### config.mk
export PLATFORM = sky130hd
export DESIGN_NAME = modular_exponentiation
export DESIGN_NICKNAME = d
export VERILOG_FILES = /design/src/design/mexp_pkg.sv /design/src/design/modular_exponentiation.sv /design/src/design/mexp_ctrl.sv /design/src/design/mexp_datapath.sv
export SDC_FILE = /design/constraint.sdc
export NUM_CORES = 1
export LEC_CHECK = 0
export BUFFER_PORTS_ARGS = -buffer_cell sky130_fd_sc_hd__buf_2
export CELL_PAD_IN_SITES_DETAIL_PLACEMENT = 1
export CELL_PAD_IN_SITES_GLOBAL_PLACEMENT = 1
export CORE_MARGIN = 8
export CORE_UTILIZATION = 45
export CTS_CLUSTER_DIAMETER = 40
export DETAILED_ROUTE_END_ITERATION = 7
export GPL_ROUTABILITY_DRIVEN = 0
export HOLD_SLACK_MARGIN = 0.05
export PLACE_DENSITY_LB_ADDON = 0.1
export SYNTH_ARGS = -nofsm -noshare
export SYNTH_HDL_FRONTEND = slang
export SYNTH_SLANG_ARGS = --single-unit
### constraint.sdc
create_clock -name clk -period 18.61 [get_ports clk]
set_input_delay 3.722 -clock clk [delete_from_list [all_inputs] [get_ports clk]]
set_output_delay 3.722 -clock clk [all_outputs]
set_load 0.05 [all_outputs]
### src/design/mexp_pkg.sv
// ----------------------------------------------------------------------------
// mexp_pkg
// Shared widths, controller states and control structs for the modular
// exponentiation block.
// ----------------------------------------------------------------------------
`default_nettype none

package mexp_pkg;

	localparam int WIDTH = 31;               // modulus, base and result width
	localparam int EXP_W = 63;               // exponent field width
	localparam int CNT_W = $clog2(WIDTH);    // step counter width
	localparam logic [WIDTH-1:0] MODULUS_RESET = 31'd1000000007;
	localparam logic [WIDTH-1:0] FERMAT_OFFSET = 31'd2;

	typedef enum logic [2:0] {
		ST_IDLE,
		ST_REDUCE,
		ST_SETSQ,
		ST_CHECK,
		ST_MULT,
		ST_UPDATE,
		ST_FINISH
	} state_t;

	// controller -> datapath
	typedef struct packed {
		logic load;       // capture a new item, start base reduction
		logic step;       // one shift-add modular step on both lanes
		logic reduce;     // square lane adds 1 instead of sq (base reduction)
		logic set_sq;     // reduced base becomes the running square
		logic begin_mult; // clear lanes, scan bits of the running square
		logic update;     // commit product and square, shift exponent
		logic load_out;   // move the result into the output register
	} cmd_t;

	// datapath -> controller
	typedef struct packed {
		logic small_mod;  // modulus below 2
		logic e_zero;     // no exponent bits left
		logic last_step;  // this step is the last of a product
	} status_t;

endpackage

`default_nettype wire

### src/design/modular_exponentiation.sv
// Modular exponentiation, right-to-left square and multiply. Each item gives
// base_value, exponent and invert; one result item power_result =
// base_value ** exponent mod modulus follows. With invert set the exponent is
// modulus - 2 (Fermat inverse for a prime modulus). The base is first reduced
// with a 31-step shift-add pass, then each exponent bit costs one
// 31-step pass of the shared shift-add multiplier (square and conditional
// multiply run side by side in it) plus the CHECK and UPDATE bookkeeping
// states. The scan stops at the highest set exponent bit; a modulus below
// 2 gives 0 and skips the multiplier passes. The next item is taken once
// the current one has been moved into the output register. The modulus
// register (reset 1000000007) is written through the cfg channel; the user
// must write it only while the block is idle, which the block itself does
// not enforce. cfg_ready is always high.
// ----------------------------------------------------------------------------
// modular_exponentiation
// Top level: controller plus datapath for base^exponent mod modulus.
// ----------------------------------------------------------------------------
`default_nettype none

module modular_exponentiation #(
	parameter int EXPONENT_BITS = 63    // exponent bits scanned, 1..63
) (
	input  wire         clk,
	input  wire         arst_n,
	// configuration: modulus
	input  wire         cfg_valid,
	output logic        cfg_ready,
	input  wire  [30:0] modulus,
	// input items
	input  wire         in_valid,
	output logic        in_stall,
	input  wire  [30:0] base_value,
	input  wire  [62:0] exponent,
	input  wire         invert,
	// result items
	output logic        out_valid,
	input  wire         out_stall,
	output logic [30:0] power_result
);

	mexp_pkg::cmd_t    cmd;
	mexp_pkg::status_t status;

	// register is always writable; the user writes it only while idle
	assign cfg_ready = 1'b1;

	mexp_ctrl u_ctrl (
		.clk       (clk),
		.arst_n    (arst_n),
		.in_valid  (in_valid),
		.in_stall  (in_stall),
		.out_valid (out_valid),
		.out_stall (out_stall),
		.status    (status),
		.cmd       (cmd)
	);

	mexp_datapath #(
		.EXPONENT_BITS (EXPONENT_BITS)
	) u_datapath (
		.clk          (clk),
		.arst_n       (arst_n),
		.cfg_we       (cfg_valid),
		.cfg_modulus  (modulus),
		.base_value   (base_value),
		.exponent     (exponent),
		.invert       (invert),
		.cmd          (cmd),
		.status       (status),
		.power_result (power_result)
	);

endmodule

`default_nettype wire

### src/design/mexp_ctrl.sv
// ----------------------------------------------------------------------------
// mexp_ctrl
// Sequencer for square and multiply; owns the handshakes of both channels.
// ----------------------------------------------------------------------------
`default_nettype none

module mexp_ctrl (
	input  wire                clk,
	input  wire                arst_n,
	input  wire                in_valid,
	output logic               in_stall,
	output logic               out_valid,
	input  wire                out_stall,
	input  mexp_pkg::status_t  status,
	output mexp_pkg::cmd_t     cmd
);

	mexp_pkg::state_t state_q, state_nxt;
	logic             out_valid_q;
	logic             out_free;
	logic             in_take;

	assign out_free = !out_valid_q || !out_stall;
	assign in_take  = in_valid && (state_q == mexp_pkg::ST_IDLE);

	always_comb begin
		state_nxt = state_q;
		case (state_q)
			mexp_pkg::ST_IDLE: begin
				if (in_valid)
					state_nxt = mexp_pkg::ST_REDUCE;
			end
			mexp_pkg::ST_REDUCE: begin
				if (status.small_mod)
					state_nxt = mexp_pkg::ST_FINISH;
				else if (status.last_step)
					state_nxt = mexp_pkg::ST_SETSQ;
			end
			mexp_pkg::ST_SETSQ:  state_nxt = mexp_pkg::ST_CHECK;
			mexp_pkg::ST_CHECK: begin
				state_nxt = status.e_zero ? mexp_pkg::ST_FINISH : mexp_pkg::ST_MULT;
			end
			mexp_pkg::ST_MULT: begin
				if (status.last_step)
					state_nxt = mexp_pkg::ST_UPDATE;
			end
			mexp_pkg::ST_UPDATE: state_nxt = mexp_pkg::ST_CHECK;
			mexp_pkg::ST_FINISH: begin
				if (out_free)
					state_nxt = mexp_pkg::ST_IDLE;
			end
			default: state_nxt = mexp_pkg::ST_IDLE;
		endcase
	end

	always_comb begin
		cmd = '0;
		case (state_q)
			mexp_pkg::ST_IDLE:   cmd.load = in_take;
			mexp_pkg::ST_REDUCE: begin
				cmd.step   = !status.small_mod;
				cmd.reduce = 1'b1;
			end
			mexp_pkg::ST_SETSQ:  cmd.set_sq = 1'b1;
			mexp_pkg::ST_CHECK:  cmd.begin_mult = !status.e_zero;
			mexp_pkg::ST_MULT:   cmd.step = 1'b1;
			mexp_pkg::ST_UPDATE: cmd.update = 1'b1;
			mexp_pkg::ST_FINISH: cmd.load_out = out_free;
			default:             cmd = '0;
		endcase
	end

	always_ff @(posedge clk or negedge arst_n) begin
		if (!arst_n) begin
			state_q     <= mexp_pkg::ST_IDLE;
			out_valid_q <= 1'b0;
		end else begin
			state_q <= state_nxt;
			if (cmd.load_out)
				out_valid_q <= 1'b1;
			else if (!out_stall)
				out_valid_q <= 1'b0;
		end
	end

	assign in_stall  = (state_q != mexp_pkg::ST_IDLE);
	assign out_valid = out_valid_q;

endmodule

`default_nettype wire

### src/design/mexp_datapath.sv
// ----------------------------------------------------------------------------
// mexp_datapath
// Modulus register, exponent shifter and two shift-add modular multiplier
// lanes that step together over the bits of the running square.
// ----------------------------------------------------------------------------
`default_nettype none

module mexp_datapath #(
	parameter int EXPONENT_BITS = 63
) (
	input  wire                                clk,
	input  wire                                arst_n,
	input  wire                                cfg_we,
	input  wire  [mexp_pkg::WIDTH-1:0]         cfg_modulus,
	input  wire  [mexp_pkg::WIDTH-1:0]         base_value,
	input  wire  [mexp_pkg::EXP_W-1:0]         exponent,
	input  wire                                invert,
	input  mexp_pkg::cmd_t                     cmd,
	output mexp_pkg::status_t                  status,
	output logic [mexp_pkg::WIDTH-1:0]         power_result
);

	localparam int W  = mexp_pkg::WIDTH;
	localparam int EW = mexp_pkg::EXP_W;
	localparam int CW = mexp_pkg::CNT_W;

	logic [W-1:0]             mod_q;
	logic [EXPONENT_BITS-1:0] e_q;
	logic [W-1:0]             acc_q, sq_q, rx_q, rs_q, b_q, result_q;
	logic [CW-1:0]            cnt_q;
	logic                     small_q;

	logic [EW-1:0]            e_full;
	logic [W-1:0]             a_s, rx_nxt, rs_nxt;

	// r <- (2r + bit*a) mod m, with r < m and a < m
	function automatic logic [W-1:0] mod_step(input logic [W-1:0] r,
		input logic [W-1:0] a, input logic b, input logic [W-1:0] m);
		logic [W:0] d;
		logic [W:0] t;
		d = {r, 1'b0};
		if (d >= {1'b0, m})
			d = d - {1'b0, m};
		t = d + {1'b0, (b ? a : '0)};
		if (t >= {1'b0, m})
			t = t - {1'b0, m};
		return t[W-1:0];
	endfunction

	assign e_full = invert ? EW'(mod_q - mexp_pkg::FERMAT_OFFSET) : exponent;
	assign a_s    = cmd.reduce ? W'(1) : sq_q;
	assign rx_nxt = mod_step(rx_q, acc_q, b_q[W-1], mod_q);
	assign rs_nxt = mod_step(rs_q, a_s, b_q[W-1], mod_q);

	always_ff @(posedge clk or negedge arst_n) begin
		if (!arst_n)
			mod_q <= mexp_pkg::MODULUS_RESET;
		else if (cfg_we)
			mod_q <= cfg_modulus;
	end

	always_ff @(posedge clk) begin
		if (cmd.load) begin
			e_q     <= e_full[EXPONENT_BITS-1:0];
			b_q     <= base_value;
			rs_q    <= '0;
			rx_q    <= '0;
			acc_q   <= W'(1);
			cnt_q   <= '0;
			small_q <= (mod_q < mexp_pkg::FERMAT_OFFSET);
		end else if (cmd.step) begin
			rx_q  <= rx_nxt;
			rs_q  <= rs_nxt;
			b_q   <= {b_q[W-2:0], 1'b0};
			cnt_q <= cnt_q + CW'(1);
		end else if (cmd.set_sq) begin
			sq_q <= rs_q;
		end else if (cmd.begin_mult) begin
			rx_q  <= '0;
			rs_q  <= '0;
			b_q   <= sq_q;
			cnt_q <= '0;
		end else if (cmd.update) begin
			if (e_q[0])
				acc_q <= rx_q;
			sq_q <= rs_q;
			e_q  <= e_q >> 1;
		end
		if (cmd.load_out)
			result_q <= small_q ? '0 : acc_q;
	end

	assign status.small_mod = small_q;
	assign status.e_zero    = (e_q == '0);
	assign status.last_step = (cnt_q == CW'(W - 1));
	assign power_result     = result_q;

endmodule

`default_nettype wire

======== After elaboration in Yosys (flattened, before gate mapping) ========
Index checks and enable logic that the tools add are counted.
word-level totals
  bits in registers ....................... 290
  input port bits ......................... 131
  output and inout port bits .............. 34
operators by class
  $add $sub $neg .......................... 8
  order comparisons ....................... 5
  equality and inequality tests ........... 18
  mux-type cells .......................... 43
  bitwise gates (word level) .............. 4
  reductions and logical operators ........ 20
operator list
  operator                 count
  $mux W31                 16
  $mux W63                 6
  $ge A32 B31 Y1           4
  $add A32 B31 Y32         2
  $mux W32                 2
  $sub A32 B31 Y32         2
  $logic_not A63 Y1        1
  $sub A31 B31 Y31         2
  $sub A31 B2 Y32 const B  1
  $lt A31 B2 Y1 const B    1
  $pmux W3 S6              1
  $mux W3                  5
  $mux W5                  3
  $ne A2 B1 Y1 const B     7
  $reduce_and A4 Y1        3
  $eq A3 B3 Y1 const B     3
  $mux W1                  8
  $eq A3 B2 Y1 const B     2
  $reduce_bool A2 Y1       3
  $reduce_bool A3 Y1       2
  $add A5 B1 Y5 const B    1
  $eq A5 B5 Y1 const B     1
  $reduce_and A5 Y1        1
  $logic_not A1 Y1         4
  12 further kinds         17

======== Longest topological paths before layout ========
Gate-level depths: netlist (run 1).
  depth after elaboration ................. 8
  gate-level depth with buffers ........... 36
  gate-level depth less buffers ........... 32

======== Hierarchy ========
From an unflattened synthesis (run 1), not the netlist that was laid out.
second synthesis, totals
  cell total of the unflattened synthesis .. 2662
  area total of the unflattened synthesis .. 22895.7 µm²
by module, submodules not included
  module                  times used  cells each  area an instance (µm²)  seq. area each (µm²)
  mexp_datapath           1           2623        22595.4                 7472.2
  mexp_ctrl               1           37          289.0                   100.1
  modular_exponentiation  1           2           11.3                    0.0

======== Worst setup path before layout (run 1) ========
OpenSTA, ideal clock, no wires.
  kind .................................... input to register
  start ................................... input port in_valid
  end ..................................... register u_datapath.e_q[0], enable pin
  setup time .............................. 505 ps
  data arrival time ....................... 6820 ps
  slack ................................... 11286 ps
  cell stages on the path ................. 2
  path buffers ............................ 0
  path through ............................ nand2_1 a21oi_1
on the way
  longest elaborated chain between the ends .. 4
  elaborated cells on any way between the ends .. 7
ends and longest elaborated chain
  element                                                              RTL line                      RTL
  start: declaration                                                   modular_exponentiation.sv:30  input wire in_valid,
  $logic_and A1 B1 Y1 *                                                mexp_ctrl.sv:24               assign in_take = in_valid && (state_q == mexp_pkg::ST_IDLE);
  $mux W1 *                                                            mexp_ctrl.sv:58               case (state_q)
  $ne A2 B1 Y1 (no source line) or $reduce_bool A2 Y1 (tied branches)  -
  $reduce_and A4 Y1 (no source line) *                                 -
  end signal: assignment                                               mexp_datapath.sv:64           e_q <= e_full[EXPONENT_BITS-1:0];
  end signal: assignment                                               mexp_datapath.sv:87           e_q <= e_q >> 1;
  end: declaration                                                     mexp_datapath.sv:28           logic [EXPONENT_BITS-1:0] e_q;
Mark *: on every way between the ends. The rest lies on a longest branch, timed or not.
A chain may end at the register's enable or synchronous reset.

======== Final worst setup path (run 1) ========
  start ................................... register u_datapath.mod_q[1]
  end ..................................... register u_datapath.rx_q[23]
on the way
  longest elaborated chain between the ends .. 6
  elaborated cells on any way between the ends .. 8
ends and longest elaborated chain
  element                                             RTL line                                  RTL
  start: declaration                                  mexp_datapath.sv:27                       logic [W-1:0] mod_q;
  start signal: assignment                            mexp_datapath.sv:57                       mod_q <= mexp_pkg::MODULUS_RESET;
  start signal: assignment                            mexp_datapath.sv:59                       mod_q <= cfg_modulus;
  $sub A32 B31 Y32 or $ge A32 B31 Y1 (tied branches)  mexp_datapath.sv:43, mexp_datapath.sv:42
  $mux W32                                            mexp_datapath.sv:42                       if (d >= {1'b0, m})
  $add A32 B31 Y32                                    mexp_datapath.sv:44                       t = d + {1'b0, (b ? a : '0)};
  $sub A31 B31 Y31 or $ge A32 B31 Y1 (tied branches)  mexp_datapath.sv:46, mexp_datapath.sv:45
  $mux W31 *                                          mexp_datapath.sv:45                       if (t >= {1'b0, m})
  $mux W31 *                                          mexp_datapath.sv:71                       end else if (cmd.step) begin
  end signal: assignment                              mexp_datapath.sv:72                       rx_q <= rx_nxt;
  end: declaration                                    mexp_datapath.sv:29                       logic [W-1:0] acc_q, sq_q, rx_q, rs_q, b_q, result_q;
Marked as above.

==> metrics, run 1 <==
status=completed; CP Data Required Time=19.10 ns; post-DR vias/cell=5.898; Routed WL=78,420 um; 1st-pass router iterations=6; gr usage total=0.2657; Fill cells=between 6,000 and 7,000; commonest non-fill, non-tap cell in the layout=nand2_1; post-DP HPWL=60,720 um; total setup buffers inserted after CTS=0; slowest stage delay, CP=approximately 0.6 ns; Sequential Area=0.007572 mm2; die area=0.05802 mm2; Hold Crit Class=register to register; Max Cap Viol=0; GRT met1 Usage=0.3255; Synth Register Bits=290; vias in the first global route=22,050; crit path from=u_datapath.mod_q[1]$_DFFE_PN1P_; post-synthesis compound-gate area fraction=0.2288; CTS tree=built; row count=82; Reg clk slew, reported paths=0.05 ns; Port Buffer Count=roughly 160; Avg Cell Area, Syn=around 8.4 um2; clock sink total=290; Fin Setup TNS=0 ns; # DRC=0; Post-CTS Hold Buffers=0; Adder-Cell Fraction of Synth Area=0.1103; WP data arrival=between 9 and 10 ns; Worst slew margin=0.2048; largest family of logic cells by synthesized area=compound AO/OA/AOI/OAI gates; Placeable Area=0.05007 mm2; H-tree level count=2; Warnings, synthesis=0; GRT overflow=0; final worst slack=9.676 ns; top_reg_cell synth=edfxtp_1; mux cell area share after synthesis=0.03733; Final Max Slew Viols=0; pin count of the biggest net entering global routing=around 110; final instance area=0.02613 mm2; hold_sp=u_datapath.acc_q[22]$_SDFFE_PP0P_; most used cell, CP=a21o_1; Most Used Layer, Global Route=met2; met2 Resource Use GR=0.4690; Gate Count Post-Synth=2,696; Initial Util=0.4545; Synth Area in XOR/XNOR=0.06812; share of layout cells above drive strength 1=0.1233; type of the worst setup path=register to register; antenna violations before repair=2; PostCTS Resize Cnt=0; Simple-Gate Fraction of Synth Area=0.1869; Bufs on Longest Clock Path=3; Buf/Inv on CP=4; CTS root buf=clkbuf_16; IO Pins=165; minimum clock period=8.934 ns; routing usage on met3=0.04121; sequential area share after synthesis=0.3327; Hold Fails Final Rpt=0; routed via count=between 20,000 and 25,000; FFs w/ async S/R, synth=0.1207; crit share post-route=0.4801; worst r2r src=u_datapath.mod_q[1]$_DFFE_PN1P_; multi-input logic area=0.01445 mm2; Slew @ Worst Pin=between 1 and 1.5 ns; Final ANT Viol Nets=0; Setup Skew=0.01700 ns; routed length per instance=22.12 um; Final setup viols=0; area grow syn2layout=14.81%; placed instance area=0.02418 mm2; Cell Area, Synth=0.02276 mm2; TritonCTS Buffers=56; library cells used by synthesis=83; CP endpoint kind=register; crit path launch type=register; pre-CTS setup slack=9.927 ns; die width=240.9 um; Die Height=approximately 240 um; Synth Net Count=3,024; unrepaired setup endpoints after global routing=false; Clock Latency Late Sink=0.60 ns; first-pass GRT wire length=around 120,000 um; CP max-delay cell=a211oi_1; number of synthesized flops with an enable pin=157; highest-count cells in the layout ignoring fill and taps=398 x nand2_1, 240 x a21oi_1, 229 x o21ai_0, 191 x ha_1, 163 x buf_2; nets=3,153; Starting DRT DRC Count=about 1,100; critical path's top delay family=compound AO/OA/AOI/OAI gates; Crit Path Max Fanout=60; hold_ws=approximately 0.47 ns; max frequency=0.1119 GHz
## metal layers
metal,share of wire,vias up
met2,0.49,454
met4,0.036,0
met5,0,-
li1,-,10040
met3,0.045,149
met1,0.43,10270
## sequential cells by signal (all words and copies together), names as in the netlist
signal	cells
u_ctrl.out_valid	1
u_ctrl.state_q	3
u_datapath.acc_q	31
u_datapath.b_q	31
u_datapath.cnt_q	5
u_datapath.e_q	63
u_datapath.mod_q	31
u_datapath.power_result	31
u_datapath.rs_q	31
u_datapath.rx_q	31
u_datapath.small_q	1
u_datapath.sq_q	31
## cell usage after synthesis, types with 5 or more instances
cell type / count / share of area
a21boi_0: 5 / 0.0016
nand3b_1: 6 / 0.0020
ha_1: 191 / 0.11
nand4_1: 29 / 0.0080
dfrtp_1: 19 / 0.021
inv_1: 89 / 0.015
a21oi_1: 243 / 0.053
and2_1: 67 / 0.018
clkbuf_1: 95 / 0.016
o41ai_1: 8 / 0.0031
nand3_1: 49 / 0.011
and3_1: 23 / 0.0063
buf_1: 7 / 0.0012
or3_1: 20 / 0.0055
o31a_1: 6 / 0.0023
or2_2: 10 / 0.0027
o21ai_0: 230 / 0.051
a211oi_1: 21 / 0.0069
o21bai_1: 31 / 0.010
nand2b_1: 29 / 0.0080
mux2i_1: 61 / 0.027
o21a_1: 30 / 0.0099
edfxtp_1: 157 / 0.21
o211ai_1: 9 / 0.0030
dfxtp_1: 98 / 0.086
nor2_1: 135 / 0.022
o31ai_1: 15 / 0.0049
a22oi_1: 30 / 0.0099
dfstp_2: 16 / 0.018
nor3_1: 32 / 0.0070
buf_2: 6 / 0.0013
nand2_1: 399 / 0.066
nor2b_1: 54 / 0.015
nor4_1: 25 / 0.0069
xor2_1: 61 / 0.023
fa_1: 6 / 0.0053
mux2_2: 20 / 0.0099
a21o_1: 104 / 0.034
a31oi_1: 23 / 0.0063
xnor2_1: 116 / 0.045
a211o_1: 5 / 0.0019
o21ai_1: 33 / 0.0073
## worst reg2reg max path, delay by kind of cell (launching register included)
family,cells,cell delay [ns]
adder cells (fa/ha/maj),3,1.16
AO/OA/AOI/OAI,16,4.25
multiplexers,1,0.46
XOR/XNOR,1,0.28
AND/OR/NAND/NOR,5,1.07
buffers and inverters,4,1.03
flip-flops,1,0.59
## stage by stage
step | utilization | instances
2_1_floorplan | - | 2696
3_3_place_gp | 0.4830 | 3439
3_5_place_dp | 0.4830 | 3439
4_1_cts | 0.5218 | 3544
5_1_grt | 0.5218 | 3544
6_report | 0.5218 | 3545
## worst paths after layout
kind                                                     end  slack, ns  depth (start not counted)
setup / recovery            u_datapath.rx_q[23]$_SDFFE_PP0P_       9.68                         30
hold / removal             u_datapath.acc_q[22]$_SDFFE_PP0P_       0.47                          2
setup reg to reg            u_datapath.rx_q[23]$_SDFFE_PP0P_       9.68                         30
hold reg to reg            u_datapath.acc_q[22]$_SDFFE_PP0P_       0.47                          2
max in group asynchronous   u_datapath.mod_q[21]$_DFFE_PN0P_      14.69                          1
min in group asynchronous   u_datapath.mod_q[10]$_DFFE_PN0P_       3.28                          1
## logic make-up after synthesis
logic type | after synthesis
simple gates | 896
other cells | 1
flops | 290
compound gates | 849
buf+inv | 204
mux | 82
xor+xnor | 177
fa+ha+maj | 197
## final cells by class
type	count	share of cell area
Multi-Input combinational cell	2202	0.5529
Sequential cell	290	0.2898
Clock buffer	69	0.05828
Timing Repair Buffer	186	0.03783
Tap cell	672	0.03218
Clock inverter	36	0.01604
Inverter	89	0.01279
Antenna cell	1	0.00009578
Power of run 1 is left out: the tool's default activity adds up to more than one toggle a clock period on the data nets, which glitch-free logic cannot reach.
==> run 2: changes to the inputs <==
Clock period 18.61 ns to 8.98 ns, I/O delays scaled along.
==> metrics, run 2 (same netlist as run 1, synthesis figures left out) <==
minimum clock period=8.324 ns (-0.6100 ns); status=completed; crit share post-route=0.9270 (+0.4469); PostCTS Resize Cnt=0 (unchanged); Final ANT Viol Nets=0 (unchanged); # DRC=0 (unchanged); Biggest register=u_datapath.e_q; Routed WL=78,510 um (+0.11%); type of the worst setup path=register to register; TritonCTS Buffers=59 (+5.4%); highest-count cells in the layout ignoring fill and taps=398 x nand2_1, 240 x a21oi_1, 229 x o21ai_0, 191 x ha_1, 163 x buf_2; CP max-delay cell=dfstp_2; Fin Setup TNS=0 ns (unchanged); Final Max Slew Viols=0 (unchanged); total setup buffers inserted after CTS=0 (unchanged); Setup Skew=0.02374 ns (+0.006738 ns); Die Height=240.9 um (unchanged); CTS tree=built; share of layout cells above drive strength 1=0.1280 (+0.004769); Final setup viols=0 (unchanged); nets=3,167 (+0.44%); Starting DRT DRC Count=1,221 (+10%); post-DR vias/cell=5.865 (-0.58%); unrepaired setup endpoints after global routing=false; max frequency=0.1201 GHz (+7.3%); clock sink total=290 (unchanged); Port Buffer Count=163 (unchanged); most used cell, CP=o21ai_0; routed via count=20,910 (-0.014%); area grow syn2layout=16.02%; crit path launch type=register; Worst Reg-to-Reg Cells=32 (+6.7%); first-pass GRT wire length=123,300 um (+0.22%); Crit Path Max Fanout=41 (-32%); slowest stage delay, CP=0.60 ns (about the same); Worst slew margin=0.1641 (-0.04071); Slew @ Worst Pin=1.254 ns (+0.06107 ns); pre-CTS setup slack=0.8235 ns (-9.103 ns); antenna violations before repair=4 (+2); Reg clk slew, reported paths=0.05 ns (about the same); WHS Path Cells=2 (unchanged); die width=240.9 um (unchanged); commonest non-fill, non-tap cell in the layout=nand2_1; pin count of the biggest net entering global routing=109 (-2.7%); H-tree level count=2 (unchanged); gr usage total=0.2667 (+0.001028); Initial Util=0.4545 (unchanged); 1st-pass router iterations=5 (-1); Largest register FFs=63 (unchanged); WP data arrival=8.77 ns (-0.65 ns); Placeable Area=0.05007 mm2 (unchanged); final worst slack=0.6558 ns (-9.020 ns); routed length per instance=22.02 um (-0.45%); CTS root buf=clkbuf_16; Bufs on Longest Clock Path=3 (unchanged); CP Data Required Time=9.43 ns (-9.67 ns); Clock Latency Late Sink=0.62 ns (+0.02 ns); die area=0.05802 mm2 (unchanged); Hold Crit Class=register to register; Hold Fails Final Rpt=0 (unchanged); row count=82 (unchanged); Max Cap Viol=0 (unchanged); GRT overflow=0 (unchanged); IO Pins=165 (unchanged); Post-CTS Hold Buffers=0 (unchanged); CP endpoint kind=register; vias in the first global route=21,960 (-0.39%); post-DP HPWL=60,840 um (+0.20%)
-- run 2: changes by cell type in the layout (fill, tap and decap cells not counted), moves of 3 or more --
cell       delta
buf_4        +10
clkinv_2      +5
inv_6         -3
clkinv_4      -4
bufinv_16     +3
clkbuf_16     +4
-- run 2: per-layer routing --
metal  vias up  global-route usage  routed length (um)
li1      10080                   -                   -
met1     10200              0.3353               34210
met2       467              0.4602               37720
met3       156             0.04076                3897
met4         4             0.09684                2656
met5         -                   0                  24
-- run 2: final timing paths --
check | startpoint | to | slack [ns]
max in group asynchronous | arst_n | u_datapath.mod_q[26]$_DFFE_PN0P_ | 7.06
min | u_datapath.acc_q[14]$_SDFFE_PP0P_ | u_datapath.acc_q[14]$_SDFFE_PP0P_ | 0.46
min reg2reg | u_datapath.acc_q[14]$_SDFFE_PP0P_ | u_datapath.acc_q[14]$_SDFFE_PP0P_ | 0.46
max reg2reg | u_datapath.mod_q[0]$_DFFE_PN1P_ | u_datapath.rs_q[18]$_SDFFE_PP0P_ | 0.66
min in group asynchronous | arst_n | u_datapath.mod_q[3]$_DFFE_PN0P_ | 1.30
max | u_datapath.mod_q[0]$_DFFE_PN1P_ | u_datapath.rs_q[18]$_SDFFE_PP0P_ | 0.66
-- run 2: worst max-delay path: cells and delay by family (launching register included) --
| family | cells | cell delay (ns) |
|---|---|---|
| simple gates | 6 | 1.32 |
| flops | 1 | 0.60 |
| buf+inv | 3 | 0.77 |
| compound gates | 17 | 3.53 |
| fa+ha+maj | 3 | 1.18 |
| xor+xnor | 1 | 0.13 |
| mux | 2 | 0.62 |
-- run 2: cell type report --
type / instances / area [um2]
clock inverter: 37 / 478.0
inverter: 89 / 334.1
fill: 5976 / 23670
timing repair buffer: 197 / 1084
sequential: 290 / 7572
multi-input combinational: 2202 / 14450
antenna: 3 / 7.507
clock buffer: 75 / 1640
tap: 672 / 840.8
-- run 2: through the flow --
stage	utilization	hold WS, ns	instances	area, um2
finish	0.5273	0.4621	3565	26400
global route	0.5272	0.4927	3563	26400
CTS	0.5272	0.4645	3562	26400
detailed placement	0.4849	0.4575	3450	24280
global placement	0.4849	0.4556	3450	24280
floorplan	-	0.4402	2696	22760
Power of run 2 is left out for the same reason.
